File: config.mk
export PLATFORM = sky130hd
export DESIGN_NAME = size_budget_lru_cache_flat
export DESIGN_NICKNAME = d
export VERILOG_FILES = /design/src/design/slc_pkg.sv /design/src/design/slc_if.sv /design/src/design/slc_mem.sv /design/src/design/slc_cfg.sv /design/src/design/size_budget_lru_cache.sv /design/src/flat_wrapper.sv
export SDC_FILE = /design/constraint.sdc
export NUM_CORES = 2
export LEC_CHECK = 0
export ABC_AREA = 1
export BUFFER_PORTS_ARGS = -buffer_cell sky130_fd_sc_hd__buf_2
export CAP_MARGIN = 25
export CORE_MARGIN = 3
export CORE_UTILIZATION = 33
export CTS_CLUSTER_DIAMETER = 30
export CTS_CLUSTER_SIZE = 40
export DETAILED_ROUTE_END_ITERATION = 16
export SETUP_SLACK_MARGIN = 0.15
export SYNTH_ARGS = -nofsm -noshare
export SYNTH_HDL_FRONTEND = slang
export SYNTH_HIERARCHICAL = 1
export SYNTH_SLANG_ARGS = --single-unit
File: constraint.sdc
create_clock -name clk -period 19.2 [get_ports clk]
set_clock_uncertainty 0.05 [all_clocks]
set_input_delay 1.92 -clock clk [delete_from_list [all_inputs] [get_ports clk]]
set_output_delay 1.92 -clock clk [all_outputs]
set_load 0.01 [all_outputs]
File: src/design/slc_pkg.sv
// ----------------------------------------------------------------------------
// slc_pkg
// Shared constants and codes for the size-budgeted LRU cache.
// ----------------------------------------------------------------------------
package slc_pkg;

  localparam int DEF_ENTRIES = 16;
  localparam int DEF_ID_BITS = 32;

  localparam logic [31:0] CAP_RESET = 32'd1048576;
  localparam int          CFG_ADDR_W = 3;

  // result kinds
  localparam logic [1:0] KIND_EVICT  = 2'd0;
  localparam logic [1:0] KIND_HIT    = 2'd1;
  localparam logic [1:0] KIND_INSERT = 2'd2;
  localparam logic [1:0] KIND_REJECT = 2'd3;

  // register index decoded from paddr[2]
  localparam logic REG_TOTAL_CAPACITY = 1'b0;

endpackage

File: src/design/slc_if.sv
// ----------------------------------------------------------------------------
// slc_in_if / slc_out_if
// Valid/ready channels for requests and results.
// ----------------------------------------------------------------------------
interface slc_in_if;
  logic        valid;
  logic        ready;
  logic [31:0] resource_id;
  logic [31:0] resource_size;
  modport source (output valid, resource_id, resource_size, input ready);
  modport sink   (input valid, resource_id, resource_size, output ready);
endinterface

interface slc_out_if;
  logic        valid;
  logic        ready;
  logic [1:0]  kind;
  logic [31:0] evicted_id;
  logic [31:0] evicted_size;
  logic [3:0]  slot;
  logic [31:0] allocated_total;
  logic        last;
  modport source (output valid, kind, evicted_id, evicted_size, slot, allocated_total, last,
                  input ready);
  modport sink   (input valid, kind, evicted_id, evicted_size, slot, allocated_total, last,
                  output ready);
endinterface

File: src/design/slc_mem.sv
// ----------------------------------------------------------------------------
// slc_mem
// Slot table RAM: one write port, one read port, registered read data.
// ----------------------------------------------------------------------------
module slc_mem #(
  parameter int DEPTH = 16,
  parameter int WIDTH = 68
) (
  input  logic                     clk,
  input  logic                     rd_en,
  input  logic [$clog2(DEPTH)-1:0] rd_addr,
  output logic [WIDTH-1:0]         rd_data,
  input  logic                     wr_en,
  input  logic [$clog2(DEPTH)-1:0] wr_addr,
  input  logic [WIDTH-1:0]         wr_data
);

  logic [WIDTH-1:0] mem [DEPTH];
  logic [WIDTH-1:0] rd_data_r;

  always_ff @(posedge clk) begin
    if (wr_en) begin
      mem[wr_addr] <= wr_data;
    end
    if (rd_en) begin
      rd_data_r <= mem[rd_addr];
    end
  end

  assign rd_data = rd_data_r;

endmodule

File: src/design/slc_cfg.sv
// ----------------------------------------------------------------------------
// slc_cfg
// APB register file holding the size budget.
// ----------------------------------------------------------------------------
module slc_cfg import slc_pkg::*; (
  input  logic                  clk,
  input  logic                  rst_n,
  input  logic                  cfg_psel,
  input  logic                  cfg_penable,
  input  logic                  cfg_pwrite,
  input  logic [CFG_ADDR_W-1:0] cfg_paddr,
  input  logic [31:0]           cfg_pwdata,
  output logic [31:0]           cfg_prdata,
  output logic                  cfg_pready,
  output logic [31:0]           capacity
);

  logic [31:0] cap_r;
  logic [31:0] cap_nxt;
  logic        sel_cap;

  assign sel_cap    = (cfg_paddr[2] == REG_TOTAL_CAPACITY);
  assign cfg_pready = 1'b1;
  assign cfg_prdata = sel_cap ? cap_r : 32'd0;
  assign capacity   = cap_r;

  always_comb begin
    cap_nxt = cap_r;
    if (cfg_psel && cfg_penable && cfg_pwrite && sel_cap) begin
      cap_nxt = cfg_pwdata;
    end
  end

  always_ff @(posedge clk) begin
    if (!rst_n) begin
      cap_r <= CAP_RESET;
    end else begin
      cap_r <= cap_nxt;
    end
  end

endmodule

File: src/design/size_budget_lru_cache.sv
// ----------------------------------------------------------------------------
// size_budget_lru_cache
// Size-budgeted LRU cache over a table of ENTRIES slots held in one RAM.
// ----------------------------------------------------------------------------
// One request is handled at a time. Every pass over the table reads one slot
// per cycle through the single RAM read port. A hit takes a lookup pass, a
// decision step and a rank-update pass, then emits its result. A rejection
// takes the lookup pass and the decision step. A miss takes the lookup, an
// eviction step per eviction plus a fresh LRU search pass for each eviction
// after the first, a rank-increment pass and an insert step. Results go out
// through an output register; the engine stalls only when it must emit
// while that register is still full. Valid bits live in flops and reset to
// empty, so no clearing pass is needed.
// ----------------------------------------------------------------------------
module size_budget_lru_cache import slc_pkg::*; #(
  parameter int ENTRIES = DEF_ENTRIES,
  parameter int ID_BITS = DEF_ID_BITS
) (
  input  logic                  clk,
  input  logic                  rst_n,
  slc_in_if.sink                in_ch,
  slc_out_if.source             out_ch,
  input  logic                  cfg_psel,
  input  logic                  cfg_penable,
  input  logic                  cfg_pwrite,
  input  logic [CFG_ADDR_W-1:0] cfg_paddr,
  input  logic [31:0]           cfg_pwdata,
  output logic [31:0]           cfg_prdata,
  output logic                  cfg_pready
);

  localparam int IDX_W = $clog2(ENTRIES);
  localparam int CNT_W = $clog2(ENTRIES + 1);
  localparam int MEM_W = ID_BITS + 32 + IDX_W;

  typedef enum logic [8:0] {
    ST_IDLE    = 9'b000000001,
    ST_LOOKUP  = 9'b000000010,
    ST_DECIDE  = 9'b000000100,
    ST_HITBUMP = 9'b000001000,
    ST_HITOUT  = 9'b000010000,
    ST_EVCHK   = 9'b000100000,
    ST_FINDLRU = 9'b001000000,
    ST_BUMPALL = 9'b010000000,
    ST_INSERT  = 9'b100000000
  } state_t;

  logic [31:0] capacity;

  slc_cfg u_cfg (
    .clk, .rst_n, .cfg_psel, .cfg_penable, .cfg_pwrite, .cfg_paddr, .cfg_pwdata,
    .cfg_prdata, .cfg_pready, .capacity
  );

  // table RAM: {id, size, rank}
  logic             rd_en;
  logic [IDX_W-1:0] rd_addr;
  logic [MEM_W-1:0] rd_data;
  logic             wr_en;
  logic [IDX_W-1:0] wr_addr;
  logic [MEM_W-1:0] wr_data;

  slc_mem #(.DEPTH(ENTRIES), .WIDTH(MEM_W)) u_mem (
    .clk, .rd_en, .rd_addr, .rd_data, .wr_en, .wr_addr, .wr_data
  );

  state_t               state_r, state_nxt;
  logic [ENTRIES-1:0]   valid_r, valid_nxt;
  logic [31:0]          alloc_r, alloc_nxt;
  logic [CNT_W-1:0]     used_r, used_nxt;
  logic [ID_BITS-1:0]   id_r, id_nxt;
  logic [31:0]          size_r, size_nxt;
  logic [CNT_W-1:0]     issue_r, issue_nxt;
  logic                 pipe_v_r, pipe_v_nxt;
  logic [IDX_W-1:0]     pipe_idx_r, pipe_idx_nxt;
  logic                 hit_r, hit_nxt;
  logic [IDX_W-1:0]     hit_slot_r, hit_slot_nxt;
  logic [IDX_W-1:0]     hit_rank_r, hit_rank_nxt;
  logic                 lru_ok_r, lru_ok_nxt;
  logic [IDX_W-1:0]     lru_slot_r, lru_slot_nxt;
  logic [ID_BITS-1:0]   lru_id_r, lru_id_nxt;
  logic [31:0]          lru_size_r, lru_size_nxt;
  logic                 free_ok_r, free_ok_nxt;
  logic [IDX_W-1:0]     free_slot_r, free_slot_nxt;

  logic                 ov_r, ov_nxt;
  logic [1:0]           o_kind_r, o_kind_nxt;
  logic [31:0]          o_eid_r, o_eid_nxt;
  logic [31:0]          o_esz_r, o_esz_nxt;
  logic [3:0]           o_slot_r, o_slot_nxt;
  logic [31:0]          o_alloc_r, o_alloc_nxt;
  logic                 o_last_r, o_last_nxt;

  logic                 out_free;
  logic                 sweeping;
  logic                 sweep_done;
  logic                 pv;
  logic [ID_BITS-1:0]   r_id;
  logic [31:0]          r_size;
  logic [IDX_W-1:0]     r_rank;
  logic                 is_lru;
  logic                 need_evict;
  logic [ID_BITS+31:0]  id_ext;
  logic [ID_BITS+31:0]  eid_ext;
  logic [IDX_W+3:0]     hit_slot_ext;
  logic [IDX_W+3:0]     free_slot_ext;

  assign out_free   = !ov_r || out_ch.ready;
  assign sweeping   = (state_r == ST_LOOKUP) || (state_r == ST_HITBUMP) ||
                      (state_r == ST_FINDLRU) || (state_r == ST_BUMPALL);
  assign sweep_done = pipe_v_r && (pipe_idx_r == IDX_W'(ENTRIES - 1));
  assign pv         = valid_r[pipe_idx_r];
  assign {r_id, r_size, r_rank} = rd_data;
  assign is_lru     = pv && (CNT_W'(r_rank) == (used_r - 1'b1));
  // over budget or table full
  assign need_evict = (({1'b0, alloc_r} + {1'b0, size_r}) > {1'b0, capacity}) ||
                      (used_r >= CNT_W'(ENTRIES));

  // ids are kept in their low ID_BITS bits; results carry the low 32
  assign id_ext        = {{ID_BITS{1'b0}}, in_ch.resource_id};
  assign eid_ext       = {32'd0, lru_id_r};
  assign hit_slot_ext  = {4'd0, hit_slot_r};
  assign free_slot_ext = {4'd0, free_slot_r};

  assign in_ch.ready = (state_r == ST_IDLE);

  assign out_ch.valid           = ov_r;
  assign out_ch.kind            = o_kind_r;
  assign out_ch.evicted_id      = o_eid_r;
  assign out_ch.evicted_size    = o_esz_r;
  assign out_ch.slot            = o_slot_r;
  assign out_ch.allocated_total = o_alloc_r;
  assign out_ch.last            = o_last_r;

  always_comb begin
    state_nxt     = state_r;
    valid_nxt     = valid_r;
    alloc_nxt     = alloc_r;
    used_nxt      = used_r;
    id_nxt        = id_r;
    size_nxt      = size_r;
    issue_nxt     = issue_r;
    pipe_idx_nxt  = pipe_idx_r;
    hit_nxt       = hit_r;
    hit_slot_nxt  = hit_slot_r;
    hit_rank_nxt  = hit_rank_r;
    lru_ok_nxt    = lru_ok_r;
    lru_slot_nxt  = lru_slot_r;
    lru_id_nxt    = lru_id_r;
    lru_size_nxt  = lru_size_r;
    free_ok_nxt   = free_ok_r;
    free_slot_nxt = free_slot_r;
    ov_nxt        = ov_r && !out_ch.ready;
    o_kind_nxt    = o_kind_r;
    o_eid_nxt     = o_eid_r;
    o_esz_nxt     = o_esz_r;
    o_slot_nxt    = o_slot_r;
    o_alloc_nxt   = o_alloc_r;
    o_last_nxt    = o_last_r;
    rd_en         = 1'b0;
    rd_addr       = issue_r[IDX_W-1:0];
    wr_en         = 1'b0;
    wr_addr       = pipe_idx_r;
    wr_data       = {r_id, r_size, r_rank + 1'b1};

    // sweep read issue: one slot per cycle
    if (sweeping && (issue_r < CNT_W'(ENTRIES))) begin
      rd_en     = 1'b1;
      issue_nxt = issue_r + 1'b1;
    end
    pipe_v_nxt = rd_en;
    if (rd_en) begin
      pipe_idx_nxt = rd_addr;
    end

    case (state_r)
      ST_IDLE: begin
        if (in_ch.valid) begin
          id_nxt      = id_ext[ID_BITS-1:0];
          size_nxt    = in_ch.resource_size;
          hit_nxt     = 1'b0;
          lru_ok_nxt  = 1'b0;
          free_ok_nxt = 1'b0;
          issue_nxt   = '0;
          state_nxt   = ST_LOOKUP;
        end
      end
      ST_LOOKUP, ST_FINDLRU: begin
        if (pipe_v_r) begin
          if ((state_r == ST_LOOKUP) && pv && (r_id == id_r)) begin
            hit_nxt      = 1'b1;
            hit_slot_nxt = pipe_idx_r;
            hit_rank_nxt = r_rank;
          end
          if (is_lru) begin
            lru_slot_nxt = pipe_idx_r;
            lru_id_nxt   = r_id;
            lru_size_nxt = r_size;
          end
        end
        if (sweep_done) begin
          lru_ok_nxt = 1'b1;
          state_nxt  = (state_r == ST_LOOKUP) ? ST_DECIDE : ST_EVCHK;
        end
      end
      ST_DECIDE: begin
        if (hit_r) begin
          issue_nxt = '0;
          state_nxt = ST_HITBUMP;
        end else if (size_r > capacity) begin
          if (out_free) begin
            ov_nxt      = 1'b1;
            o_kind_nxt  = KIND_REJECT;
            o_eid_nxt   = '0;
            o_esz_nxt   = '0;
            o_slot_nxt  = '0;
            o_alloc_nxt = alloc_r;
            o_last_nxt  = 1'b1;
            state_nxt   = ST_IDLE;
          end
        end else begin
          state_nxt = ST_EVCHK;
        end
      end
      ST_HITBUMP: begin
        // younger entries age by one, the hit entry becomes most recent
        if (pipe_v_r && pv) begin
          if (pipe_idx_r == hit_slot_r) begin
            wr_en   = 1'b1;
            wr_data = {r_id, r_size, {IDX_W{1'b0}}};
          end else if (r_rank < hit_rank_r) begin
            wr_en = 1'b1;
          end
        end
        if (sweep_done) begin
          state_nxt = ST_HITOUT;
        end
      end
      ST_HITOUT: begin
        if (out_free) begin
          ov_nxt      = 1'b1;
          o_kind_nxt  = KIND_HIT;
          o_eid_nxt   = '0;
          o_esz_nxt   = '0;
          o_slot_nxt  = hit_slot_ext[3:0];
          o_alloc_nxt = alloc_r;
          o_last_nxt  = 1'b1;
          state_nxt   = ST_IDLE;
        end
      end
      ST_EVCHK: begin
        if (need_evict && (used_r != '0)) begin
          if (lru_ok_r) begin
            if (out_free) begin
              valid_nxt[lru_slot_r] = 1'b0;
              alloc_nxt   = alloc_r - lru_size_r;
              used_nxt    = used_r - 1'b1;
              lru_ok_nxt  = 1'b0;
              ov_nxt      = 1'b1;
              o_kind_nxt  = KIND_EVICT;
              o_eid_nxt   = eid_ext[31:0];
              o_esz_nxt   = lru_size_r;
              o_slot_nxt  = '0;
              o_alloc_nxt = alloc_nxt;
              o_last_nxt  = 1'b0;
            end
          end else begin
            issue_nxt = '0;
            state_nxt = ST_FINDLRU;
          end
        end else begin
          issue_nxt = '0;
          state_nxt = ST_BUMPALL;
        end
      end
      ST_BUMPALL: begin
        // age every live entry, note the lowest free slot
        if (pipe_v_r) begin
          if (pv) begin
            wr_en = 1'b1;
          end else if (!free_ok_r) begin
            free_ok_nxt   = 1'b1;
            free_slot_nxt = pipe_idx_r;
          end
        end
        if (sweep_done) begin
          state_nxt = ST_INSERT;
        end
      end
      ST_INSERT: begin
        if (out_free) begin
          wr_en   = 1'b1;
          wr_addr = free_slot_r;
          wr_data = {id_r, size_r, {IDX_W{1'b0}}};
          valid_nxt[free_slot_r] = 1'b1;
          used_nxt    = used_r + 1'b1;
          alloc_nxt   = alloc_r + size_r;
          ov_nxt      = 1'b1;
          o_kind_nxt  = KIND_INSERT;
          o_eid_nxt   = '0;
          o_esz_nxt   = '0;
          o_slot_nxt  = free_slot_ext[3:0];
          o_alloc_nxt = alloc_nxt;
          o_last_nxt  = 1'b1;
          state_nxt   = ST_IDLE;
        end
      end
      default: begin
        state_nxt = ST_IDLE;
      end
    endcase
  end

  always_ff @(posedge clk) begin
    if (!rst_n) begin
      state_r  <= ST_IDLE;
      valid_r  <= '0;
      alloc_r  <= '0;
      used_r   <= '0;
      pipe_v_r <= 1'b0;
      ov_r     <= 1'b0;
      issue_r  <= '0;
      hit_r    <= 1'b0;
      lru_ok_r <= 1'b0;
      free_ok_r <= 1'b0;
    end else begin
      state_r  <= state_nxt;
      valid_r  <= valid_nxt;
      alloc_r  <= alloc_nxt;
      used_r   <= used_nxt;
      pipe_v_r <= pipe_v_nxt;
      ov_r     <= ov_nxt;
      issue_r  <= issue_nxt;
      hit_r    <= hit_nxt;
      lru_ok_r <= lru_ok_nxt;
      free_ok_r <= free_ok_nxt;
    end
  end

  always_ff @(posedge clk) begin
    id_r        <= id_nxt;
    size_r      <= size_nxt;
    pipe_idx_r  <= pipe_idx_nxt;
    hit_slot_r  <= hit_slot_nxt;
    hit_rank_r  <= hit_rank_nxt;
    lru_slot_r  <= lru_slot_nxt;
    lru_id_r    <= lru_id_nxt;
    lru_size_r  <= lru_size_nxt;
    free_slot_r <= free_slot_nxt;
    o_kind_r    <= o_kind_nxt;
    o_eid_r     <= o_eid_nxt;
    o_esz_r     <= o_esz_nxt;
    o_slot_r    <= o_slot_nxt;
    o_alloc_r   <= o_alloc_nxt;
    o_last_r    <= o_last_nxt;
  end

endmodule
File: src/flat_wrapper.sv
// flat-port wrapper written by rule: the top's interface ports become plain ports
module size_budget_lru_cache_flat import slc_pkg::*;
#(
  parameter int ENTRIES = DEF_ENTRIES,
  parameter int ID_BITS = DEF_ID_BITS
)
  (clk, rst_n, cfg_psel, cfg_penable, cfg_pwrite, cfg_paddr, cfg_pwdata, cfg_prdata, cfg_pready, in_ch_valid, in_ch_resource_id, in_ch_resource_size, in_ch_ready, out_ch_valid, out_ch_kind, out_ch_evicted_id, out_ch_evicted_size, out_ch_slot, out_ch_allocated_total, out_ch_last, out_ch_ready);
  slc_in_if in_ch_i ();
  slc_out_if out_ch_i ();
  input  logic clk;
  input  logic rst_n;
  input  logic cfg_psel;
  input  logic cfg_penable;
  input  logic cfg_pwrite;
  input  logic [CFG_ADDR_W-1:0] cfg_paddr;
  input  logic [31:0] cfg_pwdata;
  output logic [31:0] cfg_prdata;
  output logic cfg_pready;
  input wire logic [$bits(in_ch_i.valid)-1:0] in_ch_valid;
  input wire logic [$bits(in_ch_i.resource_id)-1:0] in_ch_resource_id;
  input wire logic [$bits(in_ch_i.resource_size)-1:0] in_ch_resource_size;
  output wire logic [$bits(in_ch_i.ready)-1:0] in_ch_ready;
  output wire logic [$bits(out_ch_i.valid)-1:0] out_ch_valid;
  output wire logic [$bits(out_ch_i.kind)-1:0] out_ch_kind;
  output wire logic [$bits(out_ch_i.evicted_id)-1:0] out_ch_evicted_id;
  output wire logic [$bits(out_ch_i.evicted_size)-1:0] out_ch_evicted_size;
  output wire logic [$bits(out_ch_i.slot)-1:0] out_ch_slot;
  output wire logic [$bits(out_ch_i.allocated_total)-1:0] out_ch_allocated_total;
  output wire logic [$bits(out_ch_i.last)-1:0] out_ch_last;
  input wire logic [$bits(out_ch_i.ready)-1:0] out_ch_ready;
  assign in_ch_i.valid = in_ch_valid;
  assign in_ch_i.resource_id = in_ch_resource_id;
  assign in_ch_i.resource_size = in_ch_resource_size;
  assign in_ch_ready = in_ch_i.ready;
  assign out_ch_valid = out_ch_i.valid;
  assign out_ch_kind = out_ch_i.kind;
  assign out_ch_evicted_id = out_ch_i.evicted_id;
  assign out_ch_evicted_size = out_ch_i.evicted_size;
  assign out_ch_slot = out_ch_i.slot;
  assign out_ch_allocated_total = out_ch_i.allocated_total;
  assign out_ch_last = out_ch_i.last;
  assign out_ch_i.ready = out_ch_ready;
  size_budget_lru_cache #(.ENTRIES(ENTRIES), .ID_BITS(ID_BITS)) u_core (.clk(clk), .rst_n(rst_n), .in_ch(in_ch_i), .out_ch(out_ch_i), .cfg_psel(cfg_psel), .cfg_penable(cfg_penable), .cfg_pwrite(cfg_pwrite), .cfg_paddr(cfg_paddr), .cfg_pwdata(cfg_pwdata), .cfg_prdata(cfg_prdata), .cfg_pready(cfg_pready));
endmodule
==> key figures <==
Run status
  – Status: completed

CTS
  – Postcts setup bufs: 0
  – Cts-stage hold buffer count: 0
  – CTS Root Cell: clkbuf_16
  – Post-cts resize count: 0
  – Clock Path Buffers: 4
  – Clock H-tree levels: 5
  – Clk slew on worst S/H paths: 0.05 ns
  – CTS Buf Count: 333
  – CTS tree: built
  – Clock Latency Late Sink: 0.93 ns
  – Clk sinks: 1,511

Synthesis
  – Post-synth EDFFs: approximately 1,400
  – Ys Warns: 6
  – Register area share after synthesis: 63.7%
  – Syn Area/Cell: 9.93 sq um
  – Number of synthesized register bits: 1,511
  – Asr flop ratio synth: 0%
  – Post-synth cell types: 58
  – Mapped Area: around 0.070 sq mm
  – Synth Net Count: 7,252
  – Syn Inst Count: 7,010
  – Predominant post-synthesis flop cell: edfxtp_1

Timing
  – Post-route minimum period: 6.28 ns
  – Setup TNS: 0 ns
  – Hold Fails Final Rpt: 0
  – Fin crit share: 32.7%
  – Hold Slack: 0.381 ns
  – Worst relative slew slack: 16.4%
  – Max Clk Rate: about 160 MHz
  – RSZ-0062 raised after global routing: false
  – Slew Viols, Final: 0
  – Worst Tran Pin Value: 1.25 ns
  – Setup violators final: 0

Global routing
  – Pin count of the biggest net entering global routing: 239
  – Initial antenna violation count: 3
  – Vias in the first global route: 48,372
  – Grt ovf: 0
  – First-pass GRT wire length: ~300,000 microns
  – Total GRT Usage: 18.1%

Floorplan
  – FP Rows: 167
  – Initial core utilization: 33.4%
  – Die width: 465 microns
  – I/O pins: between 200 and 250
  – Core area: approximately 0.21 sq mm
  – Die area: 0.216 sq mm
  – Die Ht: 465 microns

Placement
  – GP Congestion: 0.900
  – Dpl hpwl: 117,000 microns
  – Input/output buffers: 240

Setup path
  – CP arrival: 6.98 ns
  – CP required: approximately 20 ns
  – Critical-path maximum fanout: 51
  – Setup Crit Path Kind: flop to flop
  – Startpoint type of the worst setup path: flop
  – Crit path capture type: flop

Power and ir drop
  – PD cells: 132 mW/mm^2
  – VDD IR max: 92.2 uV
  – Leak: 35.7 nW

Run
  – Max Cap Viol: 0

Finish
  – Final nets: roughly 7,600
  – Fraction of layout cells with a size suffix above 1: approximately an eighth
  – Area delta synth->final: 21.9%

Route
  – Routed len/inst: 19.4 microns
  – First-pass iteration count of the detailed router: 7
  – Post-DRT Antenna Nets: 0
  – Final wirelength: 202,000 microns
  – Routed vias: 50,354
  – DR vias/cell: 4.84
  – First-iteration detailed-routing DRC count: 4,910
  – Post-route DRC: 0

Min path
  – Worst Hold Class: flop to flop
==> cell type report <==
cell class | count | area, sq um
Antenna cell | 2 | 5.00
Clock inverter | 204 | 2530
Clock buffer | 383 | 8590
Multi-Input combinational cell | 3989 | 19400
Sequential cell | 1511 | 44300
Inverter | 1215 | 4590
Fill cell | 19655 | 123000
Timing Repair Buffer | 318 | 1930
Tap cell | 2788 | 3490
==> placed cells by master, fill, tap and decap left out, drive strengths merged, types with 104 or more instances in the layout <==
cell type	count
nand2	1923
edfxtp	1407
inv	1234
nand3	965
clkbuf	383
nor2	361
buf	318
a21oi	156
ha	134
o21ai	108
dfxtp	104
==> worst max-delay path: stages (launching register included) <==
cell and delay [ns]:
edfxtp_1 0.46, ha_1 0.42, nand3_1 0.09, and2_1 0.19, o21ai_2 0.23, a31oi_1 0.18, o21ai_0 0.63, xor2_1 0.29
ha_1 0.36, nand2_1 0.06, nor2_1 0.17, nand2_1 0.18, nor3_1 0.17, nor2_1 0.06, nand3_1 0.09, nand2_1 0.06
nand2_1 0.08, nand2_1 0.05, nand2_1 0.05, nand2_1 0.05, nand2_1 0.11, nand2_2 0.10, nand3_4 0.12, nand3_4 0.62
inv_2 0.17, buf_4 0.67, nand3_1 0.16, and2_1 0.21
==> kinds of logic (layout without fill, tap and decap cells) <==
logic type	Yosys count	in the layout	share of synthesized area [%]
simple gates	3380	3380	20.5
flops	1511	1511	63.7
buf+inv	1510	2120	8.74
compound gates	361	361	3.11
fa+ha+maj	136	136	2.47
xor+xnor	85	85	1.07
mux	26	26	0.374
other cells	1	3	0.00539
==> path summary, 6_finish.rpt <==
kind	startpoint	end	slack (ns)	cells after the start
hold / removal	u_core/u_mem/rd_data[30]$_DFFE_PP_	u_core/lru_size_r[26]$_DFFE_PP_	0.38	0
hold reg to reg	u_core/u_mem/rd_data[30]$_DFFE_PP_	u_core/lru_size_r[26]$_DFFE_PP_	0.38	0
setup reg to reg	u_core/size_r[2]$_DFFE_PP_	u_core/alloc_r[7]$_SDFFE_PN0P_	12.92	27
setup / recovery	u_core/size_r[2]$_DFFE_PP_	u_core/alloc_r[7]$_SDFFE_PN0P_	12.92	27
==> metrics by stage <==
stage / instances / utilization [%] / worst slack, ns / power, W / area, sq um
2_1_floorplan: 7010 / - / 12.58 / 0.00508 / 69600
3_3_place_gp: 9811 / 35.3 / 12.47 / 0.00556 / 73500
3_5_place_dp: 9818 / 35.4 / 12.57 / 0.00559 / 73700
4_1_cts: 10405 / 40.7 / 12.97 / 0.0113 / 84800
5_1_grt: 10408 / 40.7 / 12.59 / 0.0116 / 84900
6_report: 10410 / 40.7 / 12.92 / 0.0112 / 84900
==> cell usage after synthesis, types with 23 or more instances <==
master | instances | area, sq um
nand2_1 | 1917 | 7200
buf_2 | 119 | 596
edfxtp_1 | 1407 | 42300
and2_1 | 33 | 206
inv_1 | 1204 | 4520
o211ai_1 | 36 | 270
dfxtp_1 | 104 | 2080
buf_4 | 23 | 173
mux2i_1 | 26 | 260
nor3_1 | 24 | 120
a21oi_1 | 153 | 766
ha_1 | 134 | 1680
buf_1 | 38 | 143
nor2_1 | 350 | 1310
clkbuf_1 | 92 | 345
nand3_1 | 962 | 4810
o21ai_0 | 102 | 510
xor2_1 | 63 | 552
==> metal layers <==
| metal | share of wire [%] | vias up | global-route usage [%] | wire (microns) |
|---|---|---|---|---|
| met1 | 44 | 24055 | 25.4 | 88800 |
| met4 | 2.8 | 0 | 6.36 | 5580 |
| met2 | 45 | 2176 | 28.2 | 91000 |
| met3 | 8.4 | 371 | 3.31 | 17000 |
| met5 | 0 | - | 0 | 0 |
| li1 | - | 23752 | - | - |
==> report_power, final <==
group | switching, W | internal (W)
clock network | 0.00176 | 0.00388
logic | 0.00108 | 0.000412
registers | 0.000171 | 0.00391
total | 0.00301 | 0.00820
==> registers in the layout, summed over array words and instances (netlist names), 5 cells and up <==
| register | cells |
|---|---|
| u_core/out_ch.allocated_total | 32 |
| u_core/valid_r | 16 |
| u_core/u_mem/mem | 1088 |
| u_core/used_r | 5 |
| u_core/issue_r | 5 |
| u_core/u_cfg/capacity | 32 |
| u_core/id_r | 32 |
| u_core/alloc_r | 32 |
| u_core/lru_size_r | 32 |
| u_core/lru_id_r | 32 |
| u_core/state_r | 9 |
| u_core/out_ch.evicted_id | 32 |
| u_core/size_r | 32 |
| u_core/u_mem/rd_data | 68 |
| u_core/out_ch.evicted_size | 32 |
No activity file was read; power rests on OpenSTA's default activity.
